===== src/rtl/msjb_pkg.sv =====
// ============================================================================
// msjb_pkg
// Shared types, sizes and result codes of the multi-stream jitter buffer.
// ============================================================================
package msjb_pkg;

  localparam int PLAYERS   = 8;
  localparam int DEPTH     = 16;
  localparam int PAYLOAD_W = 32;
  localparam int PL_W      = (PLAYERS > 1) ? $clog2(PLAYERS) : 1;
  localparam int IX_W      = $clog2(DEPTH);
  localparam int CNT_W     = IX_W + 1;
  localparam int SLOTS     = PLAYERS * DEPTH;
  localparam int SA_W      = $clog2(SLOTS);
  localparam int LB_W      = 12;
  localparam int SER_W     = 16;
  localparam int INT_W     = 16;
  localparam int RC_W      = 4;
  localparam logic [LB_W-1:0] LB_RESET = 12'd64;

  localparam logic [RC_W-1:0] RC_DELIVERED = 4'd0;
  localparam logic [RC_W-1:0] RC_PREFILL   = 4'd1;
  localparam logic [RC_W-1:0] RC_UNDERRUN  = 4'd2;
  localparam logic [RC_W-1:0] RC_DOUBLED   = 4'd3;
  localparam logic [RC_W-1:0] RC_STORED    = 4'd4;
  localparam logic [RC_W-1:0] RC_SKIPPED   = 4'd5;
  localparam logic [RC_W-1:0] RC_LATE      = 4'd6;
  localparam logic [RC_W-1:0] RC_RESYNC    = 4'd7;
  localparam logic [RC_W-1:0] RC_GAPRESET  = 4'd8;

  // controller to datapath
  typedef struct packed {
    logic load;     // capture request and per-player state
    logic decide;   // evaluate the request, start sweep
    logic sweep;    // clear one slot of the gap
    logic finish;   // store slot for an append, update working copies
    logic rd_slot;  // registered slot read for a get
    logic result;   // build the result, commit player state
  } msjb_cmd_t;

  // datapath to controller
  typedef struct packed {
    logic sweep_done;
    logic is_get;
  } msjb_sts_t;

endpackage


===== src/rtl/multi_stream_jitter_buffer_top.sv =====
// ============================================================================
// multi_stream_jitter_buffer_top
// Per-stream jitter buffer with one slot ring per player.
// ============================================================================
//  channel | direction | ports
//  in      | input     | in_valid, in_stall, in_req_type .. in_payload
//  out     | output    | out_valid, out_stall, out_result_code .. out_prefilling
//  cfg     | input     | cfg_we, cfg_wdata (level_balance)
//
// a get passes load, read, finish and out; an append passes load, the gap
// sweep and out, clearing at most DEPTH slots; the gap sweep clears one slot a cycle
// one request in flight; in_stall is high from accept until the result is taken
// synchronous active-low reset; no clearing pass, valid bits reset at once
module multi_stream_jitter_buffer_top
  import msjb_pkg::*;
(
  input  logic              clk,
  input  logic              rst_n,
  input  logic              cfg_we,
  input  logic [LB_W-1:0]   cfg_wdata,
  input  logic              in_valid,
  output logic              in_stall,
  input  logic              in_req_type,
  input  logic [2:0]        in_player,
  input  logic [SER_W-1:0]  in_serial_number,
  input  logic [31:0]       in_payload,
  output logic              out_valid,
  input  logic              out_stall,
  output logic [RC_W-1:0]   out_result_code,
  output logic              out_payload_valid,
  output logic [31:0]       out_payload_out,
  output logic              out_prefilling
);

  msjb_cmd_t cmd;
  msjb_sts_t sts;

  msjb_ctrl u_ctrl (
    .clk, .rst_n, .in_valid, .in_stall, .out_valid, .out_stall, .sts, .cmd
  );

  msjb_dp u_dp (
    .clk, .rst_n, .cfg_we, .cfg_wdata, .in_req_type, .in_player,
    .in_serial_number, .in_payload, .cmd, .sts, .out_result_code,
    .out_payload_valid, .out_payload_out, .out_prefilling
  );

endmodule


===== src/rtl/msjb_ctrl.sv =====
// ============================================================================
// msjb_ctrl
// Sequencer: load, decide, gap sweep, commit, result handshake.
// ============================================================================
module msjb_ctrl
  import msjb_pkg::*;
(
  input  logic      clk,
  input  logic      rst_n,
  input  logic      in_valid,
  output logic      in_stall,
  output logic      out_valid,
  input  logic      out_stall,
  input  msjb_sts_t sts,
  output msjb_cmd_t cmd
);

  typedef enum logic [6:0] {
    ST_IDLE   = 7'b0000001,
    ST_LOAD   = 7'b0000010,
    ST_DECIDE = 7'b0000100,
    ST_SWEEP  = 7'b0001000,
    ST_FINISH = 7'b0010000,
    ST_READ   = 7'b0100000,
    ST_OUT    = 7'b1000000
  } state_t;

  state_t state_r, state_nxt;
  logic   out_valid_r, out_valid_nxt;

  assign in_stall  = (state_r != ST_IDLE);
  assign out_valid = out_valid_r;

  // next state and commands
  always_comb begin
    state_nxt     = state_r;
    out_valid_nxt = out_valid_r;
    cmd           = '0;
    unique case (state_r)
      ST_IDLE: begin
        if (in_valid) begin
          cmd.load  = 1'b1;
          state_nxt = ST_LOAD;
        end
      end
      ST_LOAD: begin
        cmd.decide = 1'b1;
        state_nxt  = sts.is_get ? ST_READ : ST_SWEEP;
      end
      ST_DECIDE: state_nxt = ST_SWEEP;
      ST_SWEEP: begin
        if (sts.sweep_done) begin
          cmd.finish = 1'b1;
          state_nxt  = ST_OUT;
        end else begin
          cmd.sweep = 1'b1;
        end
      end
      ST_READ: begin
        cmd.rd_slot = 1'b1;
        state_nxt   = ST_FINISH;
      end
      ST_FINISH: begin
        cmd.finish = 1'b1;
        state_nxt  = ST_OUT;
      end
      ST_OUT: begin
        if (!out_valid_r) begin
          cmd.result    = 1'b1;
          out_valid_nxt = 1'b1;
        end else if (!out_stall) begin
          out_valid_nxt = 1'b0;
          state_nxt     = ST_IDLE;
        end
      end
      default: state_nxt = ST_IDLE;
    endcase
  end

  // state registers
  always_ff @(posedge clk) begin
    if (!rst_n) begin
      state_r     <= ST_IDLE;
      out_valid_r <= 1'b0;
    end else begin
      state_r     <= state_nxt;
      out_valid_r <= out_valid_nxt;
    end
  end

endmodule


===== src/rtl/msjb_dp.sv =====
// ============================================================================
// msjb_dp
// Datapath: per-player state, slot memory, valid bits and result register.
// ============================================================================
module msjb_dp
  import msjb_pkg::*;
(
  input  logic                 clk,
  input  logic                 rst_n,
  input  logic                 cfg_we,
  input  logic [LB_W-1:0]      cfg_wdata,
  input  logic                 in_req_type,
  input  logic [2:0]           in_player,
  input  logic [SER_W-1:0]     in_serial_number,
  input  logic [31:0]          in_payload,
  input  msjb_cmd_t            cmd,
  output msjb_sts_t            sts,
  output logic [RC_W-1:0]      out_result_code,
  output logic                 out_payload_valid,
  output logic [31:0]          out_payload_out,
  output logic                 out_prefilling
);

  // per-player state
  logic [IX_W-1:0]         rd_ix_r  [PLAYERS];
  logic [IX_W-1:0]         wr_ix_r  [PLAYERS];
  logic [PLAYERS-1:0]      prefill_r;
  logic signed [INT_W-1:0] integ_r  [PLAYERS];
  logic [SER_W-1:0]        exp_r    [PLAYERS];
  logic [SLOTS-1:0]        full_r;
  logic [PAYLOAD_W-1:0]    mem      [SLOTS];
  logic [LB_W-1:0]         lb_r;

  // captured request and working copies
  logic                    get_r;
  logic [PL_W-1:0]         pl_r;
  logic [SER_W-1:0]        ser_r;
  logic [PAYLOAD_W-1:0]    pay_r;
  logic [IX_W-1:0]         rd_r, wr_r;
  logic                    pf_r;
  logic signed [INT_W-1:0] ig_r;
  logic [SER_W-1:0]        ex_r;
  logic [CNT_W-1:0]        left_r;     // slots still to clear
  logic [IX_W-1:0]         sw_ix_r;    // sweep address
  logic [IX_W-1:0]         gap_ix_r;   // gap mod depth, write index after a reset
  logic                    rst_ring_r; // ring reset seen
  logic [RC_W-1:0]         code_r;
  logic                    rdfull_r;
  logic [PAYLOAD_W-1:0]    rddata_r;
  logic                    pv_r;
  logic [31:0]             po_r;
  logic [RC_W-1:0]         rc_r;
  logic                    pfo_r;

  // decide-stage arithmetic
  logic [SER_W-1:0]        diff;
  logic                    late;
  logic [SER_W-1:0]        gap;
  logic [IX_W-1:0]         fill;
  logic [SER_W:0]          room;
  logic                    gap_reset;
  logic signed [INT_W+1:0] acc;
  logic signed [INT_W+1:0] dev;
  logic signed [INT_W+1:0] nlb;
  logic [PL_W-1:0]         pl_in;

  assign pl_in = PL_W'(in_player);
  assign diff  = ex_r - ser_r;
  assign late  = !diff[SER_W-1] && (diff != '0);
  assign gap   = SER_W'(-diff);
  assign fill  = wr_r - rd_r;
  assign room  = (SER_W+1)'(DEPTH) - (SER_W+1)'(fill);
  assign gap_reset = ({1'b0, gap} >= room);
  assign dev   = (INT_W+2)'($signed({1'b0, fill})) - (INT_W+2)'(DEPTH/2);
  assign acc   = (INT_W+2)'(ig_r) + dev;
  assign nlb   = -(INT_W+2)'($signed({1'b0, lb_r}));

  assign sts.sweep_done = (left_r == '0);
  assign sts.is_get     = get_r;

  assign out_result_code   = rc_r;
  assign out_payload_valid = pv_r;
  assign out_payload_out   = po_r;
  assign out_prefilling    = pfo_r;

  // slot memory, written by appends only
  always_ff @(posedge clk) begin
    if (cmd.finish && !get_r && code_r == RC_STORED)
      mem[{pl_r, wr_r}] <= pay_r;
    else if (cmd.finish && !get_r && code_r == RC_LATE)
      mem[{pl_r, IX_W'(wr_r - IX_W'(diff))}] <= pay_r;
    if (cmd.rd_slot)
      rddata_r <= mem[{pl_r, rd_r}];
  end

  // working registers
  always_ff @(posedge clk) begin
    if (cmd.load) begin
      get_r <= in_req_type;
      pl_r  <= pl_in;
      ser_r <= in_serial_number;
      pay_r <= PAYLOAD_W'(in_payload);
      rd_r  <= rd_ix_r[pl_in];
      wr_r  <= wr_ix_r[pl_in];
      pf_r  <= prefill_r[pl_in];
      ig_r  <= integ_r[pl_in];
      ex_r  <= exp_r[pl_in];
    end
    if (cmd.decide) begin
      rst_ring_r <= 1'b0;
      left_r     <= '0;
      if (get_r) begin
        if (pf_r) code_r <= RC_PREFILL;
        else if (rd_r == wr_r) begin
          code_r <= RC_UNDERRUN;
          pf_r   <= 1'b1;
        end else begin
          if (dev > 1 || dev < -1) begin
            if (acc > 32767) ig_r <= 16'sd32767;
            else if (acc < -32768) ig_r <= -16'sd32768;
            else ig_r <= INT_W'(acc);
          end
          if ((dev > 1 || dev < -1 ? (acc < nlb) : ((INT_W+2)'(ig_r) < nlb)))
            code_r <= RC_DOUBLED;
          else code_r <= RC_DELIVERED;
        end
      end else if (late) begin
        if ({1'b0, diff} < (SER_W+1)'(fill)) code_r <= RC_LATE;
        else begin
          code_r <= RC_RESYNC;
          rd_r <= '0; wr_r <= '0; pf_r <= 1'b1;
          ex_r <= ser_r;
        end
      end else begin
        gap_ix_r <= IX_W'(gap);
        if (gap_reset) begin
          rst_ring_r <= 1'b1;
          rd_r <= '0; wr_r <= '0; pf_r <= 1'b1;
          sw_ix_r <= '0;
          left_r  <= (gap < SER_W'(DEPTH)) ? CNT_W'(gap) : CNT_W'(DEPTH);
        end else begin
          sw_ix_r <= wr_r;
          left_r  <= CNT_W'(gap);
        end
        code_r <= ((INT_W+2)'(ig_r) > (INT_W+2)'($signed({1'b0, lb_r})))
                  ? RC_SKIPPED : RC_STORED;
        ex_r   <= ser_r + 1'b1;
      end
    end
    // one slot per cycle; final write index after a reset is gap mod depth
    if (cmd.sweep) begin
      sw_ix_r <= sw_ix_r + 1'b1;
      left_r  <= left_r - 1'b1;
      if (left_r == CNT_W'(1))
        wr_r <= rst_ring_r ? gap_ix_r : IX_W'(sw_ix_r + 1'b1);
    end
    if (cmd.rd_slot) rdfull_r <= full_r[{pl_r, rd_r}];
    if (cmd.finish) begin
      if (get_r) begin
        if (code_r == RC_DOUBLED) ig_r <= '0;
        if (code_r == RC_DELIVERED) rd_r <= rd_r + 1'b1;
      end else if (code_r == RC_STORED) begin
        if (IX_W'(wr_r + 1'b1) == rd_r) begin
          rd_r <= '0; wr_r <= '0; pf_r <= 1'b1;
          rst_ring_r <= 1'b1;
        end else begin
          wr_r <= wr_r + 1'b1;
        end
      end else if (code_r == RC_SKIPPED) begin
        ig_r <= '0;
      end
    end
  end

  // result register, built after commit
  always_ff @(posedge clk) begin
    if (cmd.result) begin
      pv_r <= 1'b0;
      po_r <= '0;
      if (get_r) begin
        rc_r  <= code_r;
        pfo_r <= pf_r;
        if (code_r == RC_DELIVERED && rdfull_r) begin
          pv_r <= 1'b1;
          po_r <= 32'(rddata_r);
        end
      end else begin
        rc_r  <= (rst_ring_r && (code_r == RC_STORED || code_r == RC_SKIPPED))
                 ? RC_GAPRESET : code_r;
        pfo_r <= pf_r && !(IX_W'(wr_r - rd_r) >= IX_W'(DEPTH/2));
      end
    end
  end

  // per-player state, valid bits and register
  always_ff @(posedge clk) begin
    if (!rst_n) begin
      full_r    <= '0;
      prefill_r <= '1;
      lb_r      <= LB_RESET;
      for (int i = 0; i < PLAYERS; i++) begin
        rd_ix_r[i] <= '0;
        wr_ix_r[i] <= '0;
        integ_r[i] <= '0;
        exp_r[i]   <= '0;
      end
    end else begin
      if (cfg_we) lb_r <= cfg_wdata;
      if (cmd.sweep) full_r[{pl_r, sw_ix_r}] <= 1'b0;
      if (cmd.finish && !get_r && code_r == RC_STORED)
        full_r[{pl_r, wr_r}] <= 1'b1;
      if (cmd.finish && !get_r && code_r == RC_LATE)
        full_r[{pl_r, IX_W'(wr_r - IX_W'(diff))}] <= 1'b1;
      if (cmd.result) begin
        rd_ix_r[pl_r]   <= rd_r;
        wr_ix_r[pl_r]   <= wr_r;
        integ_r[pl_r]   <= ig_r;
        exp_r[pl_r]     <= ex_r;
        prefill_r[pl_r] <= get_r ? pf_r
                           : (pf_r && !(IX_W'(wr_r - rd_r) >= IX_W'(DEPTH/2)));
      end
    end
  end

endmodule


===== config.mk =====
export PLATFORM = sky130hd
export DESIGN_NAME = multi_stream_jitter_buffer_top
export DESIGN_NICKNAME = d
export VERILOG_FILES = /design/src/rtl/msjb_pkg.sv /design/src/rtl/multi_stream_jitter_buffer_top.sv /design/src/rtl/msjb_ctrl.sv /design/src/rtl/msjb_dp.sv
export SDC_FILE = /design/constraint.sdc
export NUM_CORES = 2
export LEC_CHECK = 0
export ABC_CLOCK_PERIOD_IN_PS = 11700
export BUFFER_PORTS_ARGS = -buffer_cell sky130_fd_sc_hd__buf_4
export CAP_MARGIN = 20
export CORE_MARGIN = 2
export CORE_UTILIZATION = 25
export CTS_BUF_LIST = sky130_fd_sc_hd__clkbuf_8
export DETAILED_ROUTE_END_ITERATION = 7
export HOLD_SLACK_MARGIN = 0.06
export PLACE_DENSITY = 0.38
export SETUP_SLACK_MARGIN = 0.05
export SLEW_MARGIN = 20
export SYNTH_ARGS = -nofsm -noshare
export SYNTH_HDL_FRONTEND = slang
export SYNTH_MEMORY_MAX_BITS = 65536
export SYNTH_SLANG_ARGS = --single-unit

===== constraint.sdc =====
create_clock -name clk -period 11.7 [get_ports clk]
set_input_delay 1.17 -clock clk [delete_from_list [all_inputs] [get_ports clk]]
set_output_delay 1.17 -clock clk [all_outputs]
set_load 0.1 [all_outputs]

==> impl_metrics.ini <==
[status]
outcome = finished, final reports clean

[setup_path]
path_class = reg -> reg
crit_slowest_cell = and2_0
path_cells = clkinv_1, ha_1, nor2b_1, o21a_1, o21ai_0, and2_0, clkinv_1, o22a_1, a41o_1, mux2i_1, xnor2_1, inv_1, ha_1, a211oi_1, nand3_1, nor3_1, o41ai_1, a32oi_1, nand2_1, a2bb2oi_1
cp_top_family = compound AO/OA/AOI/OAI gates
worstSetupEndpointType = register
critical_path_arrival_ns = 8.41
crit_path_max_incr_delay_ns = 0.80
cp_max_fo = 29
crit_path_start_kind = register
required_ns = 12.81
worst-path-buf-inv = 3

[synth]
synth_area_sq_um = 187000
synthCells = 8760
ys_types = 85
yosysTopAreaCellShare_pct = 73.0
ys_seq_area_share_pct = 75.1
ys_async_sr_fraction_pct = 0
yosysWarnings = 0
syn_nets = 8921
synth-edff-count = 4555
synthTopCellsByArea = edfxtp_1 (73%), mux4_2 (17%), dfxtp_1 (2.1%)
synth.avg_cell_area_sq_um = 21.4
ys_seq_elements = 4752
yosysTopAreaCell = edfxtp_1
synth_top_flop_cell = edfxtp_1

[flow_run]
cap_violations = 0

[cells_and_area]
layout-drive-gt1-share_pct = 30.1
layout_common_cells = edfxtp_1 (4555), mux4_2 (1402), clkbuf_8 (840)
seq_area_sq_um = 141000
final_common_cell = edfxtp_1
fillers = 73000
area_growth_pct = 16.7
nets = 9775
instances_no_fill = 20200
multiInputGateArea_sq_um = 45500

[clock_network]
clock_latency_ns = 1.39
tritoncts = built
cts-buffers-inserted = 828
clockBufferDepth = 4
htree_levels = 6
cts_root_buf = clkbuf_8
clk_pin_slew_worst_paths_ns = 0.06
cts_sinks = 4752

[routing]
drc = 0
wirelength_um = 649000
drt_first_pass_iters = 6
wl_per_cell_um = 32.1
first_iter_violations = 9697
via_per_inst = 4.78
vias = 96600
postRouteAntennaNets = 0

[power_and_ir_drop]
leakage_nw = 67.1
p_int_w = 0.0294
seqPwrFrac_pct = 46.0
ir_worst_vdd_v = 0.000145
clockPowerShare_pct = 33.9
power.net_switching_w = 0.0125
switching_share_pct = 29.9
finalPower_w = 0.0419
combPwrFrac_pct = 20.1
p_per_area_nw_per_um2 = 192

[place]
numPortBuffers = 108
gp_congestion = 0.790
hpwlAfterDp_um = 363000
dp_cells = 18600
pre_cts_ws_ns = 4.45

[timing]
setup_viol_count_final = 0
slew_viol_final = 0
finalCritPeriodShare_pct = 62.4
skew_ns = 0.181
hold_viol = 0
rsz0062_at_grt = false
min_period_ns = 7.30
setup_tns_ns = 0
worst_slack_ns = 4.40
max_freq_ghz = 0.137
max_slew_margin_pct = 12.7
tightest_slew_ns = 1.31

[global_routing]
grt_first_pass_wirelength_um = 876000
grt_overflow = 0
antenna_found_initial = 62
grt_pass1_vias = 101000
grt_max_degree = 98
track_usage_pct = 16.6

[floorplanning]
die_x_um = 870
initial_utilization_pct = 25.1
die_h_um = 870
rows = 317
core_sq_um = 746000
io_pins = 109
die_area_sq_um = 756000

[worst_hold_path]
hp-class = in -> reg
[per-layer routing]
metal	GRT usage [%]	part of all wire, %
met1	22.9	44
met3	2.27	5.0
met5	0	0.0085
met2	28.0	49
met4	3.75	2.3
[worst reg2reg max path, delay by kind of cell, from the launching register on]
family / cells / cell delay, ns
AO/OA/AOI/OAI: 8 / 2.43
AND/OR/NAND/NOR: 5 / 1.47
buffers and inverters: 3 / 1.25
adder cells (fa/ha/maj): 2 / 0.81
flip-flops: 1 / 0.70
XOR/XNOR: 1 / 0.35
multiplexers: 1 / 0.14
[flip-flops by register name (all words and copies together), names as in the netlist, 5 cells and up]
name,flops
u_ctrl.state_r,6
u_dp.ex_r,16
u_dp.exp_r,128
u_dp.full_r,128
u_dp.ig_r,16
u_dp.integ_r,128
u_dp.lb_r,12
u_dp.left_r,5
u_dp.mem,4096
u_dp.out_payload_out,32
u_dp.pay_r,32
u_dp.prefill_r,8
u_dp.rd_ix_r,32
u_dp.rddata_r,32
u_dp.ser_r,16
u_dp.wr_ix_r,32
[what timing repair did]
action                                  in CTS  in global routing
hold buffers                                56                  0
endpoints found under the setup margin       0                  0
gates resized for setup                      0                  0
buffers inserted                             0                  0
endpoints found under the hold margin       56                  0
[stage by stage]
stage | util (%) | hold slack, ns | cell area (sq um)
floorplan | - | 0.452 | 187000
global placement | 27.2 | 0.463 | 203000
detailed placement | 27.2 | 0.475 | 203000
CTS | 29.3 | 0.0614 | 218000
global route | 29.3 | 0.144 | 218000
finish | 29.3 | 0.219 | 218000
[final cells by class]
class / count / area share [%]
Inverter: 81 / 0.141
Antenna cell: 28 / 0.0321
Tap cell: 9889 / 5.66
Clock buffer: 840 / 5.29
Sequential cell: 4752 / 64.4
Clock inverter: 646 / 1.59
Timing Repair Buffer: 541 / 2.03
Multi-Input combinational cell: 3410 / 20.8
[path summary, 6_finish.rpt]
path	startpoint	to	slack, ns	cells past startpoint
setup / recovery	u_dp.rd_r[1]	u_dp.code_r[0]	4.40	20
hold / removal	cfg_wdata[7]	u_dp.lb_r[7]	0.22	3
setup reg to reg	u_dp.rd_r[1]	u_dp.code_r[0]	4.40	20
hold reg to reg	u_dp.full_r[38]	u_dp.full_r[38]	0.48	2
[power by group through the flow]
stage,Sequential [W],Combinational [W],Clock [W]
3_3_place_gp,0.0196,0.00856,0
5_1_grt,0.0193,0.00897,0.0154
6_report,0.0193,0.00842,0.0142
2_1_floorplan,0.0196,0.00511,0
4_1_cts,0.0193,0.00866,0.0147
3_5_place_dp,0.0196,0.00862,0
[cell usage after synthesis (all sizes together) (6+ instances only)]
cell type	instances
a211oi	23
a21boi	90
a21o	14
a21oi	62
a221oi	11
a22oi	134
a31oi	9
and2	298
and3	11
buf	142
clkbuf	375
clkinv	10
dfxtp	197
edfxtp	4555
ha	88
inv	71
mux2i	55
mux4	1402
nand2	201
nand2b	17
nand3	38
nand3b	8
nand4	54
nor2	235
nor2b	32
nor3	114
nor3b	7
nor4	13
o211ai	15
o21a	68
o21ai	197
o221ai	11
o22ai	20
o311ai	8
o31ai	6
o41ai	6
or2	14
or3	13
or4	7
xnor2	37
xor2	20
[logic make-up after synthesis]
| family | after synthesis | share of synthesized area (%) |
|---|---|---|
| multiplexers | 1458 | 17.2 |
| buffers and inverters | 598 | 1.20 |
| adder cells (fa/ha/maj) | 96 | 0.652 |
| AO/OA/AOI/OAI | 722 | 2.61 |
| AND/OR/NAND/NOR | 1077 | 2.97 |
| XOR/XNOR | 57 | 0.267 |
| flip-flops | 4752 | 75.1 |
Note: power is estimated with default switching activity, not from simulation.
